[src/rtl/fmapf_pkg.sv]
`timescale 1ns / 1ps
`default_nettype none

package fmapf_pkg;

  localparam int SAMPLE_W   = 16;
  localparam int COEF_W     = 16;
  localparam int RATE_W     = 24;
  localparam int PHASE_W    = 25;
  localparam int LEVEL_W    = 18;
  localparam int EN_W       = 3;
  localparam int CFG_IDX_W  = 3;
  localparam int CFG_DATA_W = 24;

  localparam logic [CFG_IDX_W-1:0] REG_STAGE_EN     = 3'd0;
  localparam logic [CFG_IDX_W-1:0] REG_DEEMPH_ALPHA = 3'd1;
  localparam logic [CFG_IDX_W-1:0] REG_LPF_ALPHA    = 3'd2;
  localparam logic [CFG_IDX_W-1:0] REG_RATE_IN      = 3'd3;
  localparam logic [CFG_IDX_W-1:0] REG_OUT_STEP     = 3'd4;
  localparam logic [CFG_IDX_W-1:0] REG_GAIN         = 3'd5;

  localparam logic [1:0] MUL_DEEMPH = 2'd0;
  localparam logic [1:0] MUL_LPF    = 2'd1;
  localparam logic [1:0] MUL_GAIN   = 2'd2;

  localparam int EN_DEEMPH = 0;
  localparam int EN_LPF    = 1;
  localparam int EN_DC     = 2;

  typedef struct packed {
    logic [EN_W-1:0]   stage_en;
    logic [COEF_W-1:0] deemph_alpha;
    logic [COEF_W-1:0] lpf_alpha;
    logic [RATE_W-1:0] rate_in;
    logic [RATE_W-1:0] out_step;
    logic [COEF_W-1:0] gain;
  } cfg_t;

  typedef struct packed {
    logic       ld_in;
    logic       mul_en;
    logic [1:0] mul_sel;
    logic       upd_deemph;
    logic       upd_lpf;
    logic       upd_dc;
    logic       upd_decim;
    logic       upd_gain;
    logic       ld_out;
  } cmd_t;

  typedef struct packed {
    logic bypass;
    logic emit;
  } stat_t;

endpackage

`default_nettype wire

[src/rtl/fmapf_ctrl.sv]
`timescale 1ns / 1ps
`default_nettype none

module fmapf_ctrl (
  input  wire logic                      clk,
  input  wire logic                      rst_n,
  input  wire logic                      in_valid,
  output logic                           in_stall,
  output logic                           out_valid,
  input  wire logic                      out_stall,
  input  wire logic [fmapf_pkg::EN_W-1:0] stage_en,
  input  wire fmapf_pkg::stat_t          stat,
  output fmapf_pkg::cmd_t                cmd
);
  import fmapf_pkg::*;

  localparam logic [3:0] S_IDLE   = 4'd0;
  localparam logic [3:0] S_DE_MUL = 4'd1;
  localparam logic [3:0] S_DE_UPD = 4'd2;
  localparam logic [3:0] S_LP_MUL = 4'd3;
  localparam logic [3:0] S_LP_UPD = 4'd4;
  localparam logic [3:0] S_DC     = 4'd5;
  localparam logic [3:0] S_DEC    = 4'd6;
  localparam logic [3:0] S_G_MUL  = 4'd7;
  localparam logic [3:0] S_G_UPD  = 4'd8;
  localparam logic [3:0] S_OUT    = 4'd9;

  logic [3:0] state_r, state_nxt;
  logic       out_valid_r, out_valid_nxt;

  assign in_stall  = (state_r != S_IDLE);
  assign out_valid = out_valid_r;

  always_comb begin
    state_nxt = state_r;
    cmd       = '0;
    cmd.mul_sel = MUL_DEEMPH;
    case (state_r)
      S_IDLE: begin
        if (in_valid) begin
          cmd.ld_in = 1'b1;
          state_nxt = S_DE_MUL;
        end
      end
      S_DE_MUL: begin
        if (stage_en[EN_DEEMPH]) begin
          cmd.mul_en  = 1'b1;
          cmd.mul_sel = MUL_DEEMPH;
          state_nxt   = S_DE_UPD;
        end else begin
          state_nxt = S_LP_MUL;
        end
      end
      S_DE_UPD: begin
        cmd.upd_deemph = 1'b1;
        state_nxt      = S_LP_MUL;
      end
      S_LP_MUL: begin
        if (stage_en[EN_LPF]) begin
          cmd.mul_en  = 1'b1;
          cmd.mul_sel = MUL_LPF;
          state_nxt   = S_LP_UPD;
        end else begin
          state_nxt = S_DC;
        end
      end
      S_LP_UPD: begin
        cmd.upd_lpf = 1'b1;
        state_nxt   = S_DC;
      end
      S_DC: begin
        cmd.upd_dc = stage_en[EN_DC];
        state_nxt  = S_DEC;
      end
      S_DEC: begin
        if (stat.bypass) begin
          state_nxt = S_OUT;
        end else begin
          cmd.upd_decim = 1'b1;
          state_nxt     = stat.emit ? S_G_MUL : S_IDLE;
        end
      end
      S_G_MUL: begin
        cmd.mul_en  = 1'b1;
        cmd.mul_sel = MUL_GAIN;
        state_nxt   = S_G_UPD;
      end
      S_G_UPD: begin
        cmd.upd_gain = 1'b1;
        state_nxt    = S_OUT;
      end
      S_OUT: begin
        if (!out_valid_r || !out_stall) begin
          cmd.ld_out = 1'b1;
          state_nxt  = S_IDLE;
        end
      end
      default: begin
        state_nxt = S_IDLE;
      end
    endcase
  end

  always_comb begin
    out_valid_nxt = out_valid_r;
    if (cmd.ld_out) begin
      out_valid_nxt = 1'b1;
    end else if (!out_stall) begin
      out_valid_nxt = 1'b0;
    end
  end

  always_ff @(posedge clk) begin
    if (!rst_n) begin
      state_r     <= S_IDLE;
      out_valid_r <= 1'b0;
    end else begin
      state_r     <= state_nxt;
      out_valid_r <= out_valid_nxt;
    end
  end

endmodule

`default_nettype wire

[src/rtl/fmapf_dp.sv]
`timescale 1ns / 1ps
`default_nettype none

module fmapf_dp #(
  parameter int MAX_DECIMATION = 64
) (
  input  wire logic                                clk,
  input  wire logic                                rst_n,
  input  wire fmapf_pkg::cmd_t                     cmd,
  input  wire fmapf_pkg::cfg_t                     cfg,
  input  wire logic signed [fmapf_pkg::SAMPLE_W-1:0] in_audio,
  output fmapf_pkg::stat_t                         stat,
  output logic signed [fmapf_pkg::SAMPLE_W-1:0]    out_audio
);
  import fmapf_pkg::*;

  localparam int LIM    = MAX_DECIMATION * 32768;
  localparam int SUM_W  = $clog2(LIM) + 1;
  localparam int DIFF_W = LEVEL_W + 1;
  localparam int A_W    = (SUM_W > DIFF_W) ? SUM_W : DIFF_W;
  localparam int B_W    = COEF_W + 1;
  localparam int PROD_W = A_W + B_W;
  localparam logic signed [SUM_W:0] SUM_HI = (SUM_W+1)'(LIM - 1);
  localparam logic signed [SUM_W:0] SUM_LO = (SUM_W+1)'(-LIM);
  localparam logic signed [PROD_W-1:0] RND = PROD_W'(16384);

  logic signed [SAMPLE_W-1:0] x_r;
  logic signed [SAMPLE_W-1:0] out_audio_r;
  logic signed [PROD_W-1:0]   prod_r;
  logic signed [LEVEL_W-1:0]  deemph_level_r;
  logic signed [LEVEL_W-1:0]  lowpass_level_r;
  logic signed [LEVEL_W-1:0]  dc_est_r;
  logic signed [SUM_W-1:0]    sum_r;
  logic [PHASE_W-1:0]         phase_r;

  logic signed [DIFF_W-1:0]   d_de, d_lp, d_sel;
  logic signed [LEVEL_W-1:0]  level_sel, level_nxt;
  logic signed [A_W-1:0]      op_a;
  logic signed [B_W-1:0]      op_b;
  logic signed [PROD_W-1:0]   p_rnd, p_shift;
  logic signed [DIFF_W-1:0]   dc_diff, dc_out;
  logic signed [LEVEL_W-1:0]  dc_nxt;
  logic signed [SAMPLE_W-1:0] dc_sat;
  logic signed [SUM_W:0]      sum_ext;
  logic signed [SUM_W-1:0]    sum_sat;
  logic [PHASE_W:0]           phase_sum;
  logic [PHASE_W-1:0]         phase_sat;

  function automatic logic [COEF_W-1:0] clamp_alpha(input logic [COEF_W-1:0] a);
    logic [COEF_W-1:0] r;
    r = a;
    if (a[COEF_W-1] && (|a[COEF_W-2:0])) begin
      r = {1'b1, {(COEF_W-1){1'b0}}};
    end
    return r;
  endfunction

  assign d_de = DIFF_W'(x_r) - DIFF_W'(deemph_level_r);
  assign d_lp = DIFF_W'(x_r) - DIFF_W'(lowpass_level_r);

  always_comb begin
    op_a = '0;
    op_b = '0;
    case (cmd.mul_sel)
      MUL_DEEMPH: begin
        op_a = A_W'(d_de);
        op_b = $signed({1'b0, clamp_alpha(cfg.deemph_alpha)});
      end
      MUL_LPF: begin
        op_a = A_W'(d_lp);
        op_b = $signed({1'b0, clamp_alpha(cfg.lpf_alpha)});
      end
      MUL_GAIN: begin
        op_a = A_W'(sum_r);
        op_b = $signed({1'b0, cfg.gain});
      end
      default: begin
        op_a = '0;
        op_b = '0;
      end
    endcase
  end

  always_comb begin
    d_sel     = cmd.upd_lpf ? d_lp : d_de;
    level_sel = cmd.upd_lpf ? lowpass_level_r : deemph_level_r;
    p_rnd     = prod_r;
    if (!d_sel[DIFF_W-1] && (|d_sel)) begin
      p_rnd = prod_r + RND;
    end else if (d_sel[DIFF_W-1]) begin
      p_rnd = prod_r - RND;
    end
    p_shift   = p_rnd >>> 15;
    level_nxt = level_sel + p_shift[LEVEL_W-1:0];
  end

  always_comb begin
    dc_diff = DIFF_W'(x_r) - DIFF_W'(dc_est_r);
    dc_nxt  = dc_est_r + LEVEL_W'(dc_diff >>> 11);
    dc_out  = DIFF_W'(x_r) - DIFF_W'(dc_nxt);
    if (dc_out > DIFF_W'(32767)) begin
      dc_sat = 16'sh7fff;
    end else if (dc_out < -DIFF_W'(32768)) begin
      dc_sat = 16'sh8000;
    end else begin
      dc_sat = dc_out[SAMPLE_W-1:0];
    end
  end

  always_comb begin
    sum_ext = (SUM_W+1)'(sum_r) + (SUM_W+1)'(x_r);
    if (sum_ext > SUM_HI) begin
      sum_sat = SUM_HI[SUM_W-1:0];
    end else if (sum_ext < SUM_LO) begin
      sum_sat = SUM_LO[SUM_W-1:0];
    end else begin
      sum_sat = sum_ext[SUM_W-1:0];
    end
    phase_sum = {1'b0, phase_r} + (PHASE_W+1)'(cfg.out_step);
    phase_sat = phase_sum[PHASE_W] ? {PHASE_W{1'b1}} : phase_sum[PHASE_W-1:0];
  end

  assign stat.bypass = (cfg.out_step == '0);
  assign stat.emit   = (phase_sat >= PHASE_W'(cfg.rate_in));
  assign out_audio   = out_audio_r;

  always_ff @(posedge clk) begin
    if (cmd.ld_in) begin
      x_r <= in_audio;
    end else if (cmd.upd_deemph || cmd.upd_lpf) begin
      x_r <= level_nxt[SAMPLE_W-1:0];
    end else if (cmd.upd_dc) begin
      x_r <= dc_sat;
    end else if (cmd.upd_gain) begin
      x_r <= prod_r[SAMPLE_W+14:15];
    end
    if (cmd.mul_en) begin
      prod_r <= op_a * op_b;
    end
    if (cmd.ld_out) begin
      out_audio_r <= x_r;
    end
  end

  always_ff @(posedge clk) begin
    if (!rst_n) begin
      deemph_level_r  <= '0;
      lowpass_level_r <= '0;
      dc_est_r        <= '0;
      sum_r           <= '0;
      phase_r         <= '0;
    end else begin
      if (cmd.upd_deemph) begin
        deemph_level_r <= level_nxt;
      end
      if (cmd.upd_lpf) begin
        lowpass_level_r <= level_nxt;
      end
      if (cmd.upd_dc) begin
        dc_est_r <= dc_nxt;
      end
      if (cmd.upd_decim) begin
        sum_r   <= sum_sat;
        phase_r <= stat.emit ? (phase_sat - PHASE_W'(cfg.rate_in)) : phase_sat;
      end else if (cmd.mul_en && (cmd.mul_sel == MUL_GAIN)) begin
        sum_r <= '0;
      end
    end
  end

endmodule

`default_nettype wire

[src/rtl/fm_audio_post_filter_chain.sv]
// FM audio post-filter chain: de-emphasis, optional audio low-pass, DC blocker
// and fractional decimator, applied in that order to each incoming sample.
// The input channel (in_valid, in_stall, in_audio_in) takes one signed 16-bit
// sample per request; the result channel (out_valid, out_stall, out_audio_out)
// gives zero or one sample per input request.
// Configuration is written through cfg_we, cfg_index and cfg_data; the user
// must write it only while the block is idle, as the block does not enforce
// it. Indexes are stage enables, de-emphasis alpha, low-pass alpha, input rate
// step, output rate step and resample gain. De-emphasis, low-pass and gain
// share one multiplier and all steps are sequenced one after another: a
// sample is accepted, each enabled one-pole stage takes a multiply and an
// update step and each disabled one a single step, then come the DC blocker
// and decimator steps, then gain multiply, gain update and output steps when
// the decimator emits, or the output step alone when it is bypassed.
// In_stall is high while a sample is in process. The output register lets the
// next sample enter while a result waits; if out_stall holds a result, the
// following result waits in the last step and the input stays stalled.
// Synchronous reset restores the default configuration and clears all filter
// levels, the decimator sum and phase, and the output valid.
`timescale 1ns / 1ps
`default_nettype none

module fm_audio_post_filter_chain #(
  parameter int MAX_DECIMATION = 64
) (
  input  wire logic                                 clk,
  input  wire logic                                 rst_n,
  input  wire logic                                 in_valid,
  output logic                                      in_stall,
  input  wire logic signed [fmapf_pkg::SAMPLE_W-1:0]  in_audio_in,
  output logic                                      out_valid,
  input  wire logic                                 out_stall,
  output logic signed [fmapf_pkg::SAMPLE_W-1:0]     out_audio_out,
  input  wire logic                                 cfg_we,
  input  wire logic [fmapf_pkg::CFG_IDX_W-1:0]      cfg_index,
  input  wire logic [fmapf_pkg::CFG_DATA_W-1:0]     cfg_data
);
  import fmapf_pkg::*;

  cfg_t  cfg_r;
  cmd_t  cmd;
  stat_t stat;

  always_ff @(posedge clk) begin
    if (!rst_n) begin
      cfg_r.stage_en     <= '0;
      cfg_r.deemph_alpha <= 16'd32768;
      cfg_r.lpf_alpha    <= 16'd32768;
      cfg_r.rate_in      <= 24'd48000;
      cfg_r.out_step     <= '0;
      cfg_r.gain         <= 16'd32768;
    end else if (cfg_we) begin
      case (cfg_index)
        REG_STAGE_EN:     cfg_r.stage_en     <= cfg_data[EN_W-1:0];
        REG_DEEMPH_ALPHA: cfg_r.deemph_alpha <= cfg_data[COEF_W-1:0];
        REG_LPF_ALPHA:    cfg_r.lpf_alpha    <= cfg_data[COEF_W-1:0];
        REG_RATE_IN:      cfg_r.rate_in      <= cfg_data[RATE_W-1:0];
        REG_OUT_STEP:     cfg_r.out_step     <= cfg_data[RATE_W-1:0];
        REG_GAIN:         cfg_r.gain         <= cfg_data[COEF_W-1:0];
        default: begin
        end
      endcase
    end
  end

  fmapf_ctrl u_ctrl (
    .clk       (clk),
    .rst_n     (rst_n),
    .in_valid  (in_valid),
    .in_stall  (in_stall),
    .out_valid (out_valid),
    .out_stall (out_stall),
    .stage_en  (cfg_r.stage_en),
    .stat      (stat),
    .cmd       (cmd)
  );

  fmapf_dp #(
    .MAX_DECIMATION (MAX_DECIMATION)
  ) u_dp (
    .clk       (clk),
    .rst_n     (rst_n),
    .cmd       (cmd),
    .cfg       (cfg_r),
    .in_audio  (in_audio_in),
    .stat      (stat),
    .out_audio (out_audio_out)
  );

endmodule

`default_nettype wire
[config.mk]
export PLATFORM = sky130hd
export DESIGN_NAME = fm_audio_post_filter_chain
export DESIGN_NICKNAME = d
export VERILOG_FILES = /design/src/rtl/fmapf_pkg.sv /design/src/rtl/fmapf_ctrl.sv /design/src/rtl/fmapf_dp.sv /design/src/rtl/fm_audio_post_filter_chain.sv
export SDC_FILE = /design/constraint.sdc
export NUM_CORES = 2
export LEC_CHECK = 0
export ABC_AREA = 0
export BUFFER_PORTS_ARGS = -buffer_cell sky130_fd_sc_hd__clkbuf_2
export CORE_UTILIZATION = 29
export CTS_BUF_LIST = sky130_fd_sc_hd__clkbuf_16
export CTS_CLUSTER_DIAMETER = 200
export CTS_CLUSTER_SIZE = 12
export DETAILED_ROUTE_END_ITERATION = 8
export PLACE_DENSITY = 0.43
export SLEW_MARGIN = 40
export SYNTH_ARGS = -nofsm -noshare
export SYNTH_HDL_FRONTEND = slang
export SYNTH_SLANG_ARGS = --single-unit
[constraint.sdc]
create_clock -name clk -period 8.5 [get_ports clk]
set_input_delay 1.275 -clock clk [delete_from_list [all_inputs] [get_ports clk]]
set_output_delay 1.275 -clock clk [all_outputs]
set_load 0.005 [all_outputs]
; ---- Word level (Yosys, flattened, before mapping)
; Cells that the tools add are included.
[op_classes]
add_sub_neg = 11
multipliers = 1
magnitude_cmp = 5
n_eq_ne = 19
muxes = 42
reduce_logical = 26
[op_table]
columns = cell, count
row1 = two-way mux 16 bit, 8
row2 = two-way mux 22 bit, 4
row3 = subtractor 16 x 18 -> 19 bit, 4
row4 = two-way mux 33 bit, 2
row5 = one-hot mux 22 bit (3 select lines), 1
row6 = two-way mux 25 bit, 2
row7 = one-hot mux 16 bit (3 select lines), 1
row8 = one-hot mux 4 bit (10 select lines), 1
row9 = adder 33 x 16 -> 33 bit (second input constant), 1
row10 = multiplier 22 x 17 -> 33 bit, 1
row11 = subtractor 33 x 16 -> 33 bit (second input constant), 1
row12 = OR reduction 15 bit, 2
row13 = adder 25 x 24 -> 26 bit, 1
row14 = greater-or-equal comparator 25 x 24 -> 1 bit, 1
row15 = subtractor 25 x 24 -> 25 bit, 1
row16 = logical NOT 24 bit, 1
row17 = adder 22 x 16 -> 23 bit, 1
row18 = greater-than comparator 23 x 22 -> 1 bit (second input constant), 1
row19 = less-than comparator 23 x 22 -> 1 bit (second input constant), 1
row20 = greater-than comparator 19 x 16 -> 1 bit (second input constant), 1
row21 = less-than comparator 19 x 16 -> 1 bit (second input constant), 1
row22 = two-way mux 19 bit, 1
row23 = OR reduction 19 bit, 1
row24 = adder 18 bit, 1
row25 = other kinds (26), 64
[word_totals]
ff_bits = 270
inputBits = 48
elab_cells = 120

; ---- Longest topological paths before layout
[logic_depth]
word_depth = 9
ltp_mapped = 36

; ---- Cells and area by module
; A second synthesis with hierarchy kept.
[unflattened]
cells_unflattened = 3704
area_unflattened_um2 = 31122.3
[by_module_without_submodules]
columns = mod, n_inst, cells_per_inst, area_each_um2, seq_area_each_um2
row1 = fmapf_dp, 1, 3289, 26972.1, 3553.4
row2 = fm_audio_post_filter_chain, 1, 361, 3741.1, 1981.9
row3 = fmapf_ctrl, 1, 54, 409.1, 100.1

; ---- Worst setup path before layout
; Ideal clock, no wire load.
[synth_path]
path_kind = register to register
startpoint = register u_dp.x_r[0]
endpoint = register u_dp.prod_r[32] (data pin)
t_arrival_ns = 8.827
required_ns = 8.232
path_slack_ns = -0.595
path_stages_with_launch = 34
synth_period_minus_slack_ns = 9.095
cell_sequence = edfxtp_1 inv_1 ha_1 inv_1 fa_1 a211o_1 a2111oi_2 nor2_1 a21oi_1 o21ai_0 xnor2_1 a221oi_1 nor2_1 fa_1 inv_1 fa_1 fa_1 inv_1 fa_1 fa_1 inv_1 fa_1 inv_1 ha_1 a2111o_1 nand3_1 nand2_1 a21oi_1 o211ai_1 o41ai_1 o21ai_0 o41ai_1 o21ba_2 xnor3_1
[synth_via]
elab_chain_len = 3
word_cells_on_any_way = 4
classes_between = add/sub: 2 / mul: 1 / mux: 1
[synth_rtl]
columns = item, line
row1 = "start, declared", fmapf_dp.sv:27  ; logic signed [SAMPLE_W-1:0] x_r;
row2 = "start signal, assigned", fmapf_dp.sv:129  ; x_r <= in_audio;
row3 = "start signal, assigned", fmapf_dp.sv:131  ; x_r <= level_nxt[SAMPLE_W-1:0];
row4 = "start signal, assigned", fmapf_dp.sv:133  ; x_r <= dc_sat;
row5 = subtractor 16 x 18 -> 19 bit (on tied branches), "fmapf_dp.sv:59, fmapf_dp.sv:58"
row6 = one-hot mux 22 bit (3 select lines) *, fmapf_dp.sv:64  ; case (cmd.mul_sel)
row7 = multiplier 22 x 17 -> 33 bit *, fmapf_dp.sv:138  ; prod_r <= op_a * op_b;
row8 = "end signal, assigned", fmapf_dp.sv:138
row9 = "end, declared", fmapf_dp.sv:29  ; logic signed [PROD_W-1:0] prod_r;
; Every way passes the cells marked *; elsewhere a longest branch is shown, timed or not.
; A chain may end at the register's enable or synchronous reset.

; ---- Worst setup path after layout
[layout_path]
startpoint = register u_dp.x_r[7]
endpoint = register u_dp.prod_r[32] (data pin)
; Same word-level chain as after synthesis.

==> impl_metrics.toml <==
[status]
status = "complete, no violations"

[job]
cap_viol_max_count = 0

[yosys]
synthDistinctLibCells = 91
synth.largest_area_cell = "fa_1"
synth_top_area_share = 0.201
synthFlopType = "dfxtp_1"
syn-cell-area_um2 = 30700
yosysWarnings = 0
ys_ff_latch = 256
avgSynthCellArea_um2 = 7.99
synth_edf_count = 51
syn-num-nets = 4450
async_flop_share = 0
synth-seq-area-share = 0.184
synthTopCellsByArea = "fa_1, dfxtp_1, ha_1, nand2_1, inv_1"
syn_inst = 3839

[power_and_ir_drop]
power_density_nw_per_um2 = 204
peakVddDrop_mv = 0.155
power_leakage_nw = 16.0
p_total_mw = 7.37

[timing]
hold_violations = 0
rsz0062_at_grt = "true"
maxSlewViolCount = 0
hold_ws_ns = 0.456
report.final.setup_viol = 0
fin_skew_ns = 0.0260
min_period_ns = 8.46
maxSlewHeadroom = 0.447
clock.fmax_mhz = 118
period_share = 0.995
worstMarginPinSlew_ns = 0.827

[cts]
clockBufferDepth = 3
cts.sinks = 256
cts_tree = "built"
cts-buffers-inserted = 25
path_clk_slew_ns = 0.09
worstSkewPairLatency_ns = 0.61
cts_hold_buffers = 0
clock-root-buffer = "clkbuf_16"
cts_htree_levels = 1

[floorplan]
die_y_um = 327
die_x_um = 327
ioPinCount = 66
start_util = 0.294
dieArea_um2 = 107000
coreArea_um2 = 104000
row_count = 118

[worst_setup_path]
critical_path_peak_fanout = 4
worstPathRequired_ns = 8.86
critPathKind = "reg -> reg"
regToRegStartpoint = "u_dp.x_r[7]"
critPathSlowestCell = "fa_1"
cp-start-kind = "flop"
slowest_delay_ns = 0.58
crit_arrival_ns = 8.82
crit_buf_inv = 5
critPathTopFamily = "adder cells"
crit_start = "u_dp.x_r[7]"
crit_path_end_kind = "flop"

[placement]
io_buffers = 65
dp.cells = 5419
place_congestion = 0.912
post-dp-hpwl_mm = 90.2

[global_route]
globalRouteOverflowTotal = 0
grt.total_usage = 0.208
grt_pass1_wl_mm = 170
grt_max_degree = 78
antenna_found_initial = 4
grt_pass1_vias = 27200

[route]
final_antenna_net_count = 0
vias_per_cell = 5.02
routed_wl_mm = 112
dr.pass1.iters = 5
routedWlPerCell_um = 20.4
route.detailed.drc = 0
drt_iter0_drc = 2027
num_vias = 27500

[final_layout]
num-nets-final = 4709
fin_cells = 5489
drive_gt1_frac = 0.144
syn_to_final_growth_pct = 17.9

[hold_path]
hold_path.class = "reg -> reg"
hold_start = "cfg_r[59]"
## worst reg2reg max path, delay by kind of cell, from the launching register on
kind | cells | cell delay [ns]
fa+ha+maj | 8 | 3.41
compound gates | 11 | 2.44
simple gates | 6 | 1.22
buf+inv | 5 | 0.50
flops | 1 | 0.46
xor+xnor | 1 | 0.21
## stage by stage
step	utilization	TNS [ns]	area, um^2	worst slack (ns)
after floorplan	-	0	30900	0.0976
final	0.347	0	36200	0.0413
after global routing	0.347	-1.30	36200	-0.320
after global placement	0.332	-1.54	34600	-0.494
after detailed placement	0.333	-1.49	34700	-0.520
after CTS	0.341	0	35500	0.0137
## report_power, final
| group | internal, mW | switching [mW] |
|---|---|---|
| clock network | 0.530 | 0.555 |
| registers | 1.35 | 0.0539 |
| logic | 2.09 | 2.80 |
## Yosys cell counts, types with 7 or more instances
cell type / instances
a211o_1: 10
a211oi_1: 22
a21o_1: 53
a21oi_1: 255
a221o_1: 26
a221oi_1: 10
a22oi_1: 29
a311oi_1: 7
a31oi_1: 25
and2_1: 34
and3_1: 34
buf_1: 8
clkbuf_1: 133
dfxtp_1: 205
edfxtp_1: 51
fa_1: 308
ha_1: 255
inv_1: 526
mux2i_1: 24
nand2_1: 617
nand2b_1: 44
nand3_1: 49
nand3b_1: 8
nand4_1: 20
nor2_1: 309
nor2b_1: 37
nor3_1: 67
nor4_1: 31
o211ai_1: 42
o21a_1: 42
o21ai_0: 153
o21ai_1: 15
o21bai_1: 13
o22ai_1: 8
o31a_1: 13
o31ai_1: 15
o41ai_1: 7
or2_2: 14
or3_1: 22
or4_1: 9
xnor2_1: 110
xor2_1: 49
## cell type report
type	count	area (um^2)
diodes	2	5.00
clock buffers	25	626
clock inverters	11	62.6
fillers	11200	68100
inverters	528	1990
multi-input cells	2909	23300
flip-flops and latches	256	5640
well taps	1380	1730
repair buffers	378	2820
## placed cells by master, fill, tap and decap left out, types with 13 or more instances in the layout
cell type | netlist | final
nor2b_1 | 37 | 35
nand2b_1 | 44 | 44
o21ai_1 | 15 | 18
xor2_1 | 49 | 48
a21oi_1 | 255 | 245
a211oi_1 | 22 | 21
dfxtp_1 | 205 | 204
clkbuf_2 | 0 | 65
and2_1 | 34 | 31
nand4_1 | 20 | 20
nand3_1 | 49 | 47
o31ai_1 | 15 | 15
or3_1 | 22 | 18
mux2i_1 | 24 | 24
clkbuf_16 | 0 | 25
buf_4 | 0 | 297
a22oi_1 | 29 | 29
o21ai_0 | 153 | 142
xnor2_1 | 110 | 103
o31a_1 | 13 | 13
nor2_1 | 309 | 287
nor3_1 | 67 | 58
nor4_1 | 31 | 30
and3_1 | 34 | 31
or2_2 | 14 | 14
nor2_2 | 0 | 19
o21a_1 | 42 | 42
a221o_1 | 26 | 26
a31oi_1 | 25 | 23
edfxtp_1 | 51 | 51
fa_2 | 0 | 13
a21o_1 | 53 | 53
fa_1 | 308 | 295
ha_4 | 0 | 13
ha_1 | 255 | 241
nand2_1 | 617 | 612
o211ai_1 | 42 | 42
inv_1 | 526 | 524
## routing by layer
layer,up-vias,share of wire,global-route usage
met5,-,0.00024,0
met4,4,0.023,0.0460
met3,107,0.049,0.0269
met2,618,0.44,0.328
met1,13400,0.48,0.300
li1,13400,-,-
## state kept, by name, summed over array words and instances (netlist names)
name,cells
cfg_r,99
u_dp.phase_r,25
u_dp.sum_r,22
u_dp.prod_r,19
u_dp.dc_est_r,18
u_dp.deemph_level_r,18
u_dp.lowpass_level_r,18
u_dp.out_audio,16
u_dp.x_r,16
u_ctrl.state_r,4
u_ctrl.out_valid,1
## repair_timing
item | 4_1_cts | 5_1_grt
setup endpoints to repair | 6 | 11
buffers inserted | 14 | 18
resized for setup | 13 | 105
pin swaps | 13 | 48
## kinds of logic (layout without fill, tap and decap cells)
kind of cell,Yosys count,in the layout,synth area share
other,0,2,0
adders and majority gates,565,565,0.306
AOI/OAI and AO/OA,834,834,0.179
muxes,29,29,0.00967
xor gates and xnor gates,161,161,0.0469
buffers and inverters,674,942,0.0827
DFF,256,256,0.184
and+or+nand+nor,1320,1320,0.192
## final timing paths
| kind | slack, ns | end | cells past startpoint |
|---|---|---|---|
| setup / recovery | 0.04 | u_dp.prod_r[32] | 31 |
| hold / removal | 0.46 | cfg_r[59] | 2 |
| setup reg to reg | 0.04 | u_dp.prod_r[32] | 31 |
| hold reg to reg | 0.46 | cfg_r[59] | 2 |
(Power assumes the default switching activity.)
